`src/hdl/cst_pkg.sv`:
```
// Shared types and constants for the client session table with aging.
// No dependencies; cst_unit and the top level import this package.
`timescale 1ns / 1ps
`default_nettype none

package cst_pkg;

    // Table geometry (output field widths fix these)
    localparam int SLOTS  = 16;
    localparam int IDX_W  = 4;
    localparam int SPAN_W = 5;

    // Entry layout in the table memory: {ip, port, seen_time}
    localparam int IP_W    = 32;
    localparam int PORT_W  = 16;
    localparam int TIME_W  = 32;
    localparam int ENTRY_W = IP_W + PORT_W + TIME_W;

    localparam logic [TIME_W-1:0] IDLE_TIMEOUT_RST = 32'd300;

    // Request function codes
    localparam logic FUNC_SEEN  = 1'b0;
    localparam logic FUNC_SWEEP = 1'b1;

    // Response status codes
    typedef enum logic [1:0] {
        STAT_REFRESH = 2'd0,
        STAT_ADDED   = 2'd1,
        STAT_FULL    = 2'd2,
        STAT_SWEEP   = 2'd3
    } stat_t;

    // Shared compare unit operations
    typedef enum logic {
        UOP_MATCH = 1'b0,
        UOP_STALE = 1'b1
    } uop_t;

    // Sequencer states
    typedef enum logic [1:0] {
        ST_IDLE,
        ST_SCAN,
        ST_ADD,
        ST_RESULT
    } state_t;

endpackage

`default_nettype wire

```
`src/hdl/cst_if.sv`:
```
// Valid/ready channel interfaces for session table requests and responses.
// Depends on nothing; field widths follow the request and response formats.
`timescale 1ns / 1ps
`default_nettype none

interface cst_req_if;
    logic        valid;
    logic        ready;
    logic        func;
    logic [31:0] peer_ip;
    logic [15:0] peer_port;
    logic [31:0] now_seconds;

    modport source (output valid, func, peer_ip, peer_port, now_seconds, input ready);
    modport sink   (input valid, func, peer_ip, peer_port, now_seconds, output ready);
endinterface

interface cst_rsp_if;
    logic       valid;
    logic       ready;
    logic [1:0] status;
    logic [3:0] slot;
    logic [4:0] active_span;
    logic [4:0] evicted_count;

    modport source (output valid, status, slot, active_span, evicted_count, input ready);
    modport sink   (input valid, status, slot, active_span, evicted_count, output ready);
endinterface

`default_nettype wire

```
`src/hdl/cst_ram.sv`:
```
// Generic single-write, single-read RAM with registered read data.
// No dependencies.
`timescale 1ns / 1ps
`default_nettype none

module cst_ram #(
    parameter int WIDTH = 80,
    parameter int DEPTH = 16
) (
    input  wire logic                     clk,
    input  wire logic                     we,
    input  wire logic [$clog2(DEPTH)-1:0] waddr,
    input  wire logic [WIDTH-1:0]         wdata,
    input  wire logic [$clog2(DEPTH)-1:0] raddr,
    output logic      [WIDTH-1:0]         rdata
);

    logic [WIDTH-1:0] mem [DEPTH];

    // Write port
    always_ff @(posedge clk)
    begin
        if (we)
        begin
            mem[waddr] <= wdata;
        end
    end

    // Registered read port
    always_ff @(posedge clk)
    begin
        rdata <= mem[raddr];
    end

endmodule

`default_nettype wire

```
`src/hdl/cst_unit.sv`:
```
// Shared compare unit: key match for seen requests, idle test for sweeps.
// Depends on cst_pkg.
`timescale 1ns / 1ps
`default_nettype none

module cst_unit (
    input  wire cst_pkg::uop_t              op,
    input  wire logic [cst_pkg::IP_W-1:0]   key_ip,
    input  wire logic [cst_pkg::PORT_W-1:0] key_port,
    input  wire logic [cst_pkg::IP_W-1:0]   entry_ip,
    input  wire logic [cst_pkg::PORT_W-1:0] entry_port,
    input  wire logic [cst_pkg::TIME_W-1:0] now,
    input  wire logic [cst_pkg::TIME_W-1:0] seen_time,
    input  wire logic [cst_pkg::TIME_W-1:0] timeout,
    output logic                            hit
);
    import cst_pkg::*;

    logic [TIME_W-1:0] idle_time;

    // Wrapping idle time
    assign idle_time = now - seen_time;

    // Operation select
    always_comb
    begin
        case (op)
            UOP_MATCH: hit = (key_ip == entry_ip) && (key_port == entry_port);
            UOP_STALE: hit = idle_time > timeout;
            default:   hit = 1'b0;
        endcase
    end

endmodule

`default_nettype wire

```
`src/hdl/client_session_table_aging.sv`:
```
// Session table with aging: top level, sequencer and valid bits.
// Depends on cst_pkg, cst_if, cst_ram and cst_unit.
//
// A table of 16 peer sessions keyed by IPv4 address and UDP port. A seen
// request refreshes a matching entry or claims the lowest free slot (status
// full when none is left); a sweep request evicts entries idle longer than
// idle_timeout and shrinks the active span. Each request walks the active
// span one entry per cycle through the table memory and a single shared
// compare unit: a request is accepted, scans the span (a seen request stops
// at its match), takes an add step for a new entry, and then holds its
// response until rsp.ready. One request is in flight at a time.
// Valid bits reset to empty at once; there is no clearing pass. Write
// idle_timeout only while no request is in flight.
`timescale 1ns / 1ps
`default_nettype none

module client_session_table_aging (
    input  wire logic        clk,
    input  wire logic        rst_n,
    input  wire logic        cfg_wr_en,
    input  wire logic [31:0] cfg_wr_data,
    cst_req_if.sink          req,
    cst_rsp_if.source        rsp
);
    import cst_pkg::*;

    // Sequencer and datapath registers
    state_t              state_reg, state_next;
    logic [TIME_W-1:0]   timeout_reg;
    logic [SLOTS-1:0]    valid_reg, valid_next;
    logic [SPAN_W-1:0]   span_reg, span_next;
    logic                func_reg, func_next;
    logic [IP_W-1:0]     ip_reg, ip_next;
    logic [PORT_W-1:0]   port_reg, port_next;
    logic [TIME_W-1:0]   now_reg, now_next;
    logic [IDX_W-1:0]    chk_idx_reg, chk_idx_next;
    logic                free_found_reg, free_found_next;
    logic [IDX_W-1:0]    free_idx_reg, free_idx_next;
    logic [SPAN_W-1:0]   keep_span_reg, keep_span_next;
    logic [SPAN_W-1:0]   evicted_reg, evicted_next;
    stat_t               status_reg, status_next;
    logic [IDX_W-1:0]    slot_reg, slot_next;

    // Control and memory signals
    logic                req_fire;
    logic                entry_v;
    logic                unit_hit;
    logic                scan_last;
    logic                add_full;
    logic [IDX_W-1:0]    add_slot;
    logic [SPAN_W-1:0]   chk_plus1;
    logic [SPAN_W-1:0]   keep_cur;
    logic                ram_we;
    logic [IDX_W-1:0]    ram_waddr;
    logic [IDX_W-1:0]    ram_raddr;
    logic [ENTRY_W-1:0]  ram_wdata;
    logic [ENTRY_W-1:0]  ram_rdata;
    uop_t                unit_op;

    // Entry memory: {ip, port, seen_time}
    cst_ram #(
        .WIDTH (ENTRY_W),
        .DEPTH (SLOTS)
    ) u_ram (
        .clk   (clk),
        .we    (ram_we),
        .waddr (ram_waddr),
        .wdata (ram_wdata),
        .raddr (ram_raddr),
        .rdata (ram_rdata)
    );

    // Shared compare unit
    assign unit_op = (func_reg == FUNC_SWEEP) ? UOP_STALE : UOP_MATCH;

    cst_unit u_unit (
        .op         (unit_op),
        .key_ip     (ip_reg),
        .key_port   (port_reg),
        .entry_ip   (ram_rdata[ENTRY_W-1 -: IP_W]),
        .entry_port (ram_rdata[TIME_W +: PORT_W]),
        .now        (now_reg),
        .seen_time  (ram_rdata[TIME_W-1:0]),
        .timeout    (timeout_reg),
        .hit        (unit_hit)
    );

    // Scan helpers
    assign req_fire  = req.valid && req.ready;
    assign entry_v   = valid_reg[chk_idx_reg];
    assign chk_plus1 = {1'b0, chk_idx_reg} + SPAN_W'(1);
    assign scan_last = (chk_plus1 == span_reg);
    assign keep_cur  = (entry_v && !unit_hit) ? chk_plus1 : keep_span_reg;
    assign add_full  = !free_found_reg && (span_reg == SPAN_W'(SLOTS));
    assign add_slot  = free_found_reg ? free_idx_reg : span_reg[IDX_W-1:0];

    // Next state
    always_comb
    begin
        state_next = state_reg;
        case (state_reg)
            ST_IDLE:
            begin
                if (req_fire)
                begin
                    if (span_reg == '0)
                        state_next = (req.func == FUNC_SWEEP) ? ST_RESULT : ST_ADD;
                    else
                        state_next = ST_SCAN;
                end
            end
            ST_SCAN:
            begin
                if (func_reg == FUNC_SEEN && entry_v && unit_hit)
                    state_next = ST_RESULT;
                else if (scan_last)
                    state_next = (func_reg == FUNC_SEEN) ? ST_ADD : ST_RESULT;
            end
            ST_ADD:
            begin
                state_next = ST_RESULT;
            end
            ST_RESULT:
            begin
                if (rsp.ready)
                    state_next = ST_IDLE;
            end
            default:
            begin
                state_next = ST_IDLE;
            end
        endcase
    end

    // Outputs: handshakes and memory control
    always_comb
    begin
        req.ready = 1'b0;
        rsp.valid = 1'b0;
        ram_we    = 1'b0;
        ram_waddr = chk_idx_reg;
        ram_raddr = chk_idx_reg + IDX_W'(1);
        case (state_reg)
            ST_IDLE:
            begin
                req.ready = 1'b1;
                ram_raddr = '0;
            end
            ST_SCAN:
            begin
                ram_we = (func_reg == FUNC_SEEN) && entry_v && unit_hit;
            end
            ST_ADD:
            begin
                ram_we    = !add_full;
                ram_waddr = add_slot;
            end
            ST_RESULT:
            begin
                rsp.valid = 1'b1;
            end
            default:
            begin
                req.ready = 1'b0;
            end
        endcase
    end

    assign ram_wdata = {ip_reg, port_reg, now_reg};

    // Datapath next values
    always_comb
    begin
        valid_next      = valid_reg;
        span_next       = span_reg;
        func_next       = func_reg;
        ip_next         = ip_reg;
        port_next       = port_reg;
        now_next        = now_reg;
        chk_idx_next    = chk_idx_reg;
        free_found_next = free_found_reg;
        free_idx_next   = free_idx_reg;
        keep_span_next  = keep_span_reg;
        evicted_next    = evicted_reg;
        status_next     = status_reg;
        slot_next       = slot_reg;
        case (state_reg)
            ST_IDLE:
            begin
                if (req_fire)
                begin
                    func_next       = req.func;
                    ip_next         = req.peer_ip;
                    port_next       = req.peer_port;
                    now_next        = req.now_seconds;
                    chk_idx_next    = '0;
                    free_found_next = 1'b0;
                    free_idx_next   = '0;
                    keep_span_next  = '0;
                    evicted_next    = '0;
                    slot_next       = '0;
                    status_next     = (req.func == FUNC_SWEEP) ? STAT_SWEEP : STAT_FULL;
                end
            end
            ST_SCAN:
            begin
                chk_idx_next = chk_idx_reg + IDX_W'(1);
                if (func_reg == FUNC_SEEN)
                begin
                    if (entry_v && unit_hit)
                    begin
                        status_next = STAT_REFRESH;
                        slot_next   = chk_idx_reg;
                    end
                    else if (!entry_v && !free_found_reg)
                    begin
                        free_found_next = 1'b1;
                        free_idx_next   = chk_idx_reg;
                    end
                end
                else
                begin
                    // Evict stale entries, remember the highest survivor
                    if (entry_v && unit_hit)
                    begin
                        valid_next[chk_idx_reg] = 1'b0;
                        evicted_next            = evicted_reg + SPAN_W'(1);
                    end
                    keep_span_next = keep_cur;
                    if (scan_last)
                        span_next = keep_cur;
                end
            end
            ST_ADD:
            begin
                if (!add_full)
                begin
                    status_next          = STAT_ADDED;
                    slot_next            = add_slot;
                    valid_next[add_slot] = 1'b1;
                    if (!free_found_reg)
                        span_next = span_reg + SPAN_W'(1);
                end
            end
            default:
            begin
                slot_next = slot_reg;
            end
        endcase
    end

    // Control registers
    always_ff @(posedge clk or negedge rst_n)
    begin
        if (!rst_n)
        begin
            state_reg   <= ST_IDLE;
            valid_reg   <= '0;
            span_reg    <= '0;
            timeout_reg <= IDLE_TIMEOUT_RST;
        end
        else
        begin
            state_reg <= state_next;
            valid_reg <= valid_next;
            span_reg  <= span_next;
            if (cfg_wr_en)
                timeout_reg <= cfg_wr_data;
        end
    end

    // Payload registers
    always_ff @(posedge clk)
    begin
        func_reg       <= func_next;
        ip_reg         <= ip_next;
        port_reg       <= port_next;
        now_reg        <= now_next;
        chk_idx_reg    <= chk_idx_next;
        free_found_reg <= free_found_next;
        free_idx_reg   <= free_idx_next;
        keep_span_reg  <= keep_span_next;
        evicted_reg    <= evicted_next;
        status_reg     <= status_next;
        slot_reg       <= slot_next;
    end

    // Response payload
    assign rsp.status        = status_reg;
    assign rsp.slot          = slot_reg;
    assign rsp.active_span   = span_reg;
    assign rsp.evicted_count = evicted_reg;

`ifndef SYNTHESIS
    // Span never exceeds the table size
    a_span_bound: assert property (@(posedge clk) disable iff (!rst_n)
        span_reg <= SPAN_W'(SLOTS))
        else $error("active span beyond table size");

    // Between requests, no valid entry lies at or above the span
    a_span_cover: assert property (@(posedge clk) disable iff (!rst_n)
        (state_reg == ST_IDLE) |-> ((valid_reg >> span_reg) == '0))
        else $error("valid entry outside active span");

    // A new entry is valid when its response is shown
    a_added_valid: assert property (@(posedge clk) disable iff (!rst_n)
        (rsp.valid && rsp.status == STAT_ADDED) |-> valid_reg[rsp.slot])
        else $error("added slot not marked valid");

    // Only sweeps report evictions
    a_evict_sweep: assert property (@(posedge clk) disable iff (!rst_n)
        (rsp.valid && rsp.status != STAT_SWEEP) |-> (rsp.evicted_count == '0))
        else $error("eviction count on seen response");

    // Sweeps never write the entry memory
    a_sweep_no_write: assert property (@(posedge clk) disable iff (!rst_n)
        ram_we |-> (func_reg == FUNC_SEEN))
        else $error("memory write during sweep");
`endif

endmodule

`default_nettype wire
```
`src/flat_wrapper.sv`:
```
// flat-port wrapper written by rule: the top's interface ports become plain ports
module client_session_table_aging_flat import cst_pkg::*;
  (clk, rst_n, cfg_wr_en, cfg_wr_data, req_valid, req_func, req_peer_ip, req_peer_port, req_now_seconds, req_ready, rsp_valid, rsp_status, rsp_slot, rsp_active_span, rsp_evicted_count, rsp_ready);
  cst_req_if req_i ();
  cst_rsp_if rsp_i ();
  input  wire logic clk;
  input  wire logic rst_n;
  input  wire logic cfg_wr_en;
  input  wire logic [31:0] cfg_wr_data;
  input wire logic [$bits(req_i.valid)-1:0] req_valid;
  input wire logic [$bits(req_i.func)-1:0] req_func;
  input wire logic [$bits(req_i.peer_ip)-1:0] req_peer_ip;
  input wire logic [$bits(req_i.peer_port)-1:0] req_peer_port;
  input wire logic [$bits(req_i.now_seconds)-1:0] req_now_seconds;
  output wire logic [$bits(req_i.ready)-1:0] req_ready;
  output wire logic [$bits(rsp_i.valid)-1:0] rsp_valid;
  output wire logic [$bits(rsp_i.status)-1:0] rsp_status;
  output wire logic [$bits(rsp_i.slot)-1:0] rsp_slot;
  output wire logic [$bits(rsp_i.active_span)-1:0] rsp_active_span;
  output wire logic [$bits(rsp_i.evicted_count)-1:0] rsp_evicted_count;
  input wire logic [$bits(rsp_i.ready)-1:0] rsp_ready;
  assign req_i.valid = req_valid;
  assign req_i.func = req_func;
  assign req_i.peer_ip = req_peer_ip;
  assign req_i.peer_port = req_peer_port;
  assign req_i.now_seconds = req_now_seconds;
  assign req_ready = req_i.ready;
  assign rsp_valid = rsp_i.valid;
  assign rsp_status = rsp_i.status;
  assign rsp_slot = rsp_i.slot;
  assign rsp_active_span = rsp_i.active_span;
  assign rsp_evicted_count = rsp_i.evicted_count;
  assign rsp_i.ready = rsp_ready;
  client_session_table_aging u_core (.clk(clk), .rst_n(rst_n), .cfg_wr_en(cfg_wr_en), .cfg_wr_data(cfg_wr_data), .req(req_i), .rsp(rsp_i));
endmodule
```
`config.mk`:
```
export PLATFORM = sky130hd
export DESIGN_NAME = client_session_table_aging_flat
export DESIGN_NICKNAME = d
export VERILOG_FILES = /design/src/hdl/cst_pkg.sv /design/src/hdl/cst_if.sv /design/src/hdl/cst_ram.sv /design/src/hdl/cst_unit.sv /design/src/hdl/client_session_table_aging.sv /design/src/flat_wrapper.sv
export SDC_FILE = /design/constraint.sdc
export NUM_CORES = 2
export LEC_CHECK = 0
export ABC_AREA = 1
export BUFFER_PORTS_ARGS = -buffer_cell sky130_fd_sc_hd__buf_2
export CELL_PAD_IN_SITES_DETAIL_PLACEMENT = 0
export CELL_PAD_IN_SITES_GLOBAL_PLACEMENT = 2
export CORE_MARGIN = 2
export CORE_UTILIZATION = 50
export CTS_BUF_LIST = sky130_fd_sc_hd__clkbuf_8
export DETAILED_ROUTE_END_ITERATION = 10
export PLACE_DENSITY_LB_ADDON = 0.1
export SKIP_CTS_REPAIR_TIMING = 1
export SYNTH_ARGS = -nofsm -noshare
export SYNTH_HDL_FRONTEND = slang
export SYNTH_SLANG_ARGS = --single-unit
```
`constraint.sdc`:
```
create_clock -name clk -period 17.9 [get_ports clk]
set_input_delay 1.79 -clock clk [delete_from_list [all_inputs] [get_ports clk]]
set_output_delay 1.79 -clock clk [all_outputs]
set_load 0.01 [all_outputs]
```
Yosys cells after proc, flatten, opt, wreduce, memory -nomap -nowiden
Memories as Yosys holds them, arrays and structs flattened. A register that Yosys moved wholly into a read port is not among the register bits.
Cells that the tools add are included.
Storage, ports and cells
  word-level logic and storage cells: 137
  bits in latches: 0
  memories kept: 1
  register bits: 161
  input bits: 118
  memory bits (writable): 1280
  ROM bits: 0
Memories
  u_core.u_ram.mem: words 16, width 80, rd ports 1, clocked after Yosys merged registers in 1, write ports 1, RTL line cst_ram.sv:18  | logic [WIDTH-1:0] mem [DEPTH];
Operators by class
  shift operators: 0
  order comparisons: 5
  multiply operators: 0
  reduce and logical (&&, ||, !) cells: 28
  bitwise logic cells: 5
  equal/unequal tests: 18
  div/mod/pow operators: 0
  multiplexer cells: 60
  add/subtract/negate cells: 5
Operators by type and width (count)
  $mux 16: 3
  $mux 5: 9
  $mux 4: 10
  $eq 32x32->1: 1
  $gt 32x32->1: 1
  $pmux 16 s2: 1
  $sub 32x32->32: 1
  $pmux 5 s2: 3
  $mux 2: 9
  $and 16x16->16: 1
  $eq 16x16->1: 1
  $not 16->16: 1
  $or 16x16->16: 1
  $pmux 4 s2: 2
  $reduce_and 5->1: 3
  $mux 1: 14
  $pmux 4 s3: 1
  $add 5x1->5 const B: 2
  $logic_and 1x1->1: 10
  $lt 4x5->1 const B: 2
  $ne 2x1->1 const B: 5
  $ne 2x2->1 const B: 5
  $demux 1 s4: 2
  $ge 4x1->1 const B: 2
  20 further kinds: 31

Logic depth before layout (Yosys ltp)
  word-level depth: 9
  gate-level depth with buffers: 29

Cells and area by module
A second synthesis with hierarchy kept.
Second synthesis, totals
  cell total of the unflattened synthesis: 6612
  area, all modules: 67026.8 um2
By module, submodules not included
  cst_ram: area each 56195.1 um2, cells each 5255, instances 1, seq. area each 40038.4 um2
  client_session_table_aging: area each 6902.9 um2, cells each 587, instances 1, seq. area each 4564.4 um2
  cst_unit: area each 3928.8 um2, cells each 770, instances 1, seq. area each 0.0 um2

Worst setup path after synthesis
OpenSTA, ideal clock, no wires.
  path kind: register to register
  start point: reg u_core.now_reg[2]
  end point: mem u_core.u_ram.mem[10][0] (enable)
  data arrival time: 6.873 ns
  required time: 17.381 ns
  buffers on the path: 1
  setup slack: 10.508 ns
  cell stages (with the launch flop): 26
  cells stage by stage: edfxtp_1 -> ha_1 -> a21oi_1 -> nand2_1 -> a21oi_1 -> o21bai_2 -> a21boi_0 -> o21ai_1 -> nand3_1 -> nand2_1 -> nand2_1 -> nand2_1 -> ha_1 -> nand2_1 -> nor2_1 -> nand4_1 -> nor2_1 -> nand2_1 -> nand2_1 -> nand2_1 -> nand2_1 -> nand2_1 -> nor2_2 -> o21ai_4 -> buf_4 -> nor2_1
Between the ends
  cells in the longest elaborated chain, start to end: 7
RTL lines
  start, declared: RTL line client_session_table_aging.sv:35  | logic [TIME_W-1:0] now_reg, now_next;
  start signal, assigned: RTL line client_session_table_aging.sv:278  | now_reg <= now_next;
  $sub 32x32->32: RTL line cst_unit.sv:22  | assign idle_time = now - seen_time;
  $gt 32x32->1: RTL line cst_unit.sv:29  | UOP_STALE: hit = idle_time > timeout;
  $pmux 1 s2: RTL line cst_unit.sv:27  | case (op)
  $logic_and 1x1->1: RTL line client_session_table_aging.sv:151  | ram_we = (func_reg == FUNC_SEEN) && entry_v && unit_hit;
  $pmux 1 s2: RTL line client_session_table_aging.sv:143  | case (state_reg)
  $mux 1: RTL line cst_ram.sv:23  | if (we)
  $mux 1 (implied by the code): RTL line cst_ram.sv:25  | mem[waddr] <= wdata;
  end, declared: RTL line cst_ram.sv:18
Every way passes these cells.

Worst setup path in the final report
  start point: reg u_core.now_reg[2]
  end point: mem u_core.u_ram.mem[2][12] (enable)
The elaborated chain is that of the path after synthesis.

==> impl_metrics.env <==
export IMPL_rows=128
export IMPL_swShare=0.405
export IMPL_hold_violations=0
export IMPL_hold_depth=2
export IMPL_cap_viol_max_count=0
export IMPL_grt_pass1_vias=37700
export IMPL_cts_root_buf="clkbuf_8"
export IMPL_rsz0062_at_grt="no"
export IMPL_pre_cts_ws_ns=10.69
export IMPL_ctsLongestPathBuffers=3
export IMPL_routed_wl_mm=165
export IMPL_boundaryPins=136
export IMPL_timing_fmax_ghz=0.140
export IMPL_seq_power_share=0.371
export IMPL_ff2ff_setup_slack_ns=10.76
export IMPL_cp_slowest_cell="nor2_4"
export IMPL_pwr_share_comb=0.397
export IMPL_status="finished clean"
export IMPL_top_register="u_core.u_ram.mem"
export IMPL_die_h_um=355
export IMPL_p_per_area_nw_per_um2=180
export IMPL_viasPerCell=5.89
export IMPL_maxSlewViolCount=0
export IMPL_yosysWarnings=0
export IMPL_switching_power_uw=5030
export IMPL_cts_made_buffers=239
export IMPL_drt_pass1_iter_count=5
export IMPL_syn2layout_area_growth_pct=11.6
export IMPL_report_power_total_uw=12400
export IMPL_synth_seq_area_share=0.724
export IMPL_power_internal_uw=7370
export IMPL_coreArea_um2=122000
export IMPL_drc_errors=0
export IMPL_cpMostUsedCell="nand2_1"
export IMPL_fill_cells=10100
export IMPL_period_share=0.399
export IMPL_grt_use_total=0.261
export IMPL_reg2reg_to="u_core.u_ram.mem[2][12]$_DFFE_PP_"
export IMPL_drive_gt1_frac=0.117
export IMPL_syn_inst=4411
export IMPL_ff2ff_path_depth=26
export IMPL_die_area_um2=126000
export IMPL_finClkSkew_ns=0.0433
export IMPL_p_leak_uw=0.0238
export IMPL_cp_slowest_stage_delay_ns=1.03
export IMPL_clock_latency_ns=0.95
export IMPL_power_frac_clock=0.232
export IMPL_portBuffers=135
export IMPL_arrival_ns=7.67
export IMPL_cts_tree="built"
export IMPL_drt_iter0_drc=3500
export IMPL_antenna_found_initial=2
export IMPL_grt_max_degree=206
export IMPL_final_setup_tns_ns=0
export IMPL_nets=4772
export IMPL_final_cell_mix="edfxtp_1, o21ai_0, nand2_1, nor3_1, mux2i_1"
export IMPL_reg_largest_list="u_core.u_ram.mem: 1280 flops, u_core.u_ram.rdata: 80 flops"
export IMPL_die_w_um=355
export IMPL_finalSetupViolations=0
export IMPL_via_count=37800
export IMPL_syn_cell_area_um2=61600
export IMPL_synth_nets=4604
export IMPL_initial_utilization=0.505
export IMPL_max_slew_margin_rel=0.113
export IMPL_worstMarginPinSlew_ns=1.33
export IMPL_min_period_ns=7.14
export IMPL_hold_worst_slack_ns=0.491
export IMPL_grt_overflow=0
export IMPL_ys_ff_latch=1521
export IMPL_required_ns=18.43
export IMPL_r2r_start="u_core.now_reg[2]$_DFFE_PP_"
export IMPL_worstHoldStart="u_core.timeout_reg[8]$_DFFE_PN1P_"
export IMPL_path_max_fanout=50
export IMPL_setup_slack_ns=10.76
export IMPL_syn_avg_cell_area_um2=14.0
export IMPL_largest_register_ffs=1280
export IMPL_routabilityCongestion=0.834
export IMPL_cts_reportedPaths_clkPinSlew_ns=0.06
export IMPL_hold_path_endpoint="u_core.timeout_reg[8]$_DFFE_PN1P_"
export IMPL_ctsHtreeMaxLevel=4
export IMPL_dp_hpwl_mm=85.8
export IMPL_clock_sinks=1521
export IMPL_route_antenna_remaining_nets=0
export IMPL_final_common_cell="edfxtp_1"
export IMPL_end_kind="flip-flop"
export IMPL_peakVddDrop_v=0.000211
export IMPL_worstHoldPathType="flip-flop to flip-flop"
export IMPL_netlist_cell_type_count=54
export IMPL_grt_pass1_wl_mm=245
export IMPL_wire_per_inst_um=25.7
export IMPL_worstSetupPathType="flip-flop to flip-flop"
export IMPL_cp_start_kind="flip-flop"
==> cell usage after synthesis, drive strengths merged <==
library cell,number,share of area
buf,73,0.0062
o311ai,2,0.00028
nand3b,1,0.00012
o221ai,298,0.042
nor2,142,0.0089
xnor2,14,0.0020
a21o,5,0.00061
nor3b,1,0.00012
a32o,1,0.00016
or2,2,0.00020
dfxtp,80,0.026
o21ai,453,0.037
dfrtp,51,0.021
a31oi,5,0.00051
nand4,11,0.0012
nand2,386,0.024
clkinv,1,0.000061
a21oi,70,0.0058
edfxtp,1386,0.68
a21boi,6,0.00073
o22ai,26,0.0026
a211oi,2,0.00024
nand3,174,0.014
nor3,333,0.027
inv,203,0.012
mux2,1,0.00018
fa,1,0.00032
ha,74,0.015
nor4,2,0.00020
a2111oi,1,0.00014
mux2i,318,0.052
o21a,4,0.00049
xor2,36,0.0052
dfstp,4,0.0017
clkbuf,212,0.013
a32oi,1,0.00014
o211ai,22,0.0027
a221oi,2,0.00028
and2,1,0.00010
o21bai,6,0.00079
==> layer usage <==
metal	up-vias	track usage	part of all wire
li1	17300	-	-
met1	19000	0.366	0.44
met2	1228	0.419	0.47
met3	274	0.0429	0.059
met4	0	0.0813	0.026
met5	-	0	0
==> power groups by stage <==
stage | sequential (uW) | combinational [uW] | clock, uW
floorplan | 4600 | 3360 | 0
global placement | 4660 | 4930 | 0
detailed placement | 4670 | 4930 | 0
CTS | 4590 | 4950 | 2930
global route | 4630 | 5430 | 3090
finish | 4600 | 4930 | 2870
==> layout make-up <==
class                           instances  area, um^2  area share
Sequential cell                      1521       44600       0.649
Clock inverter                        184        1030      0.0149
Antenna cell                            2        5.00   0.0000728
Clock buffer                          271        3730      0.0542
Tap cell                             1625        2030      0.0296
Multi-Input combinational cell       2401       15200       0.222
Inverter                              204         791      0.0115
Timing Repair Buffer                  212        1340      0.0195
==> kinds of logic (layout without fill, tap and decap cells) <==
group	after synthesis	after routing	synth area share
compound gates	904	904	0.0949
other cells	0	2	0
xor+xnor	50	50	0.00723
simple gates	1053	1053	0.0755
flops	1521	1521	0.724
mux	319	319	0.0518
buf+inv	489	871	0.0315
fa+ha+maj	75	75	0.0153
==> metrics by stage <==
stage	cell area, um^2	cells	util
after floorplan	61600	4411	-
after global placement	64000	5963	0.524
after detailed placement	64000	5963	0.524
after CTS	68800	6418	0.563
after global routing	68800	6420	0.564
final	68800	6420	0.564
==> worst max-delay path by stage <==
stage,startpoint,endpoint
floorplan,u_core.now_reg[2]$_DFFE_PP_,u_core.u_ram.mem[10][0]$_DFFE_PP_
global placement,u_core.now_reg[4]$_DFFE_PP_,u_core.u_ram.mem[2][14]$_DFFE_PP_
detailed placement,u_core.now_reg[2]$_DFFE_PP_,u_core.u_ram.mem[2][15]$_DFFE_PP_
CTS,u_core.now_reg[2]$_DFFE_PP_,u_core.u_ram.mem[2][10]$_DFFE_PP_
global route,u_core.now_reg[2]$_DFFE_PP_,u_core.u_ram.mem[2][12]$_DFFE_PP_
finish,u_core.now_reg[2]$_DFFE_PP_,u_core.u_ram.mem[2][12]$_DFFE_PP_
==> worst max-delay path, delay by kind of cell, from the launching register on <==
kind	cells	cell delay [ns]
compound gates	6	1.36
flops	1	0.60
fa+ha+maj	2	0.72
buf+inv	2	1.19
simple gates	16	2.80
No activity file was read; power rests on OpenSTA's default activity.
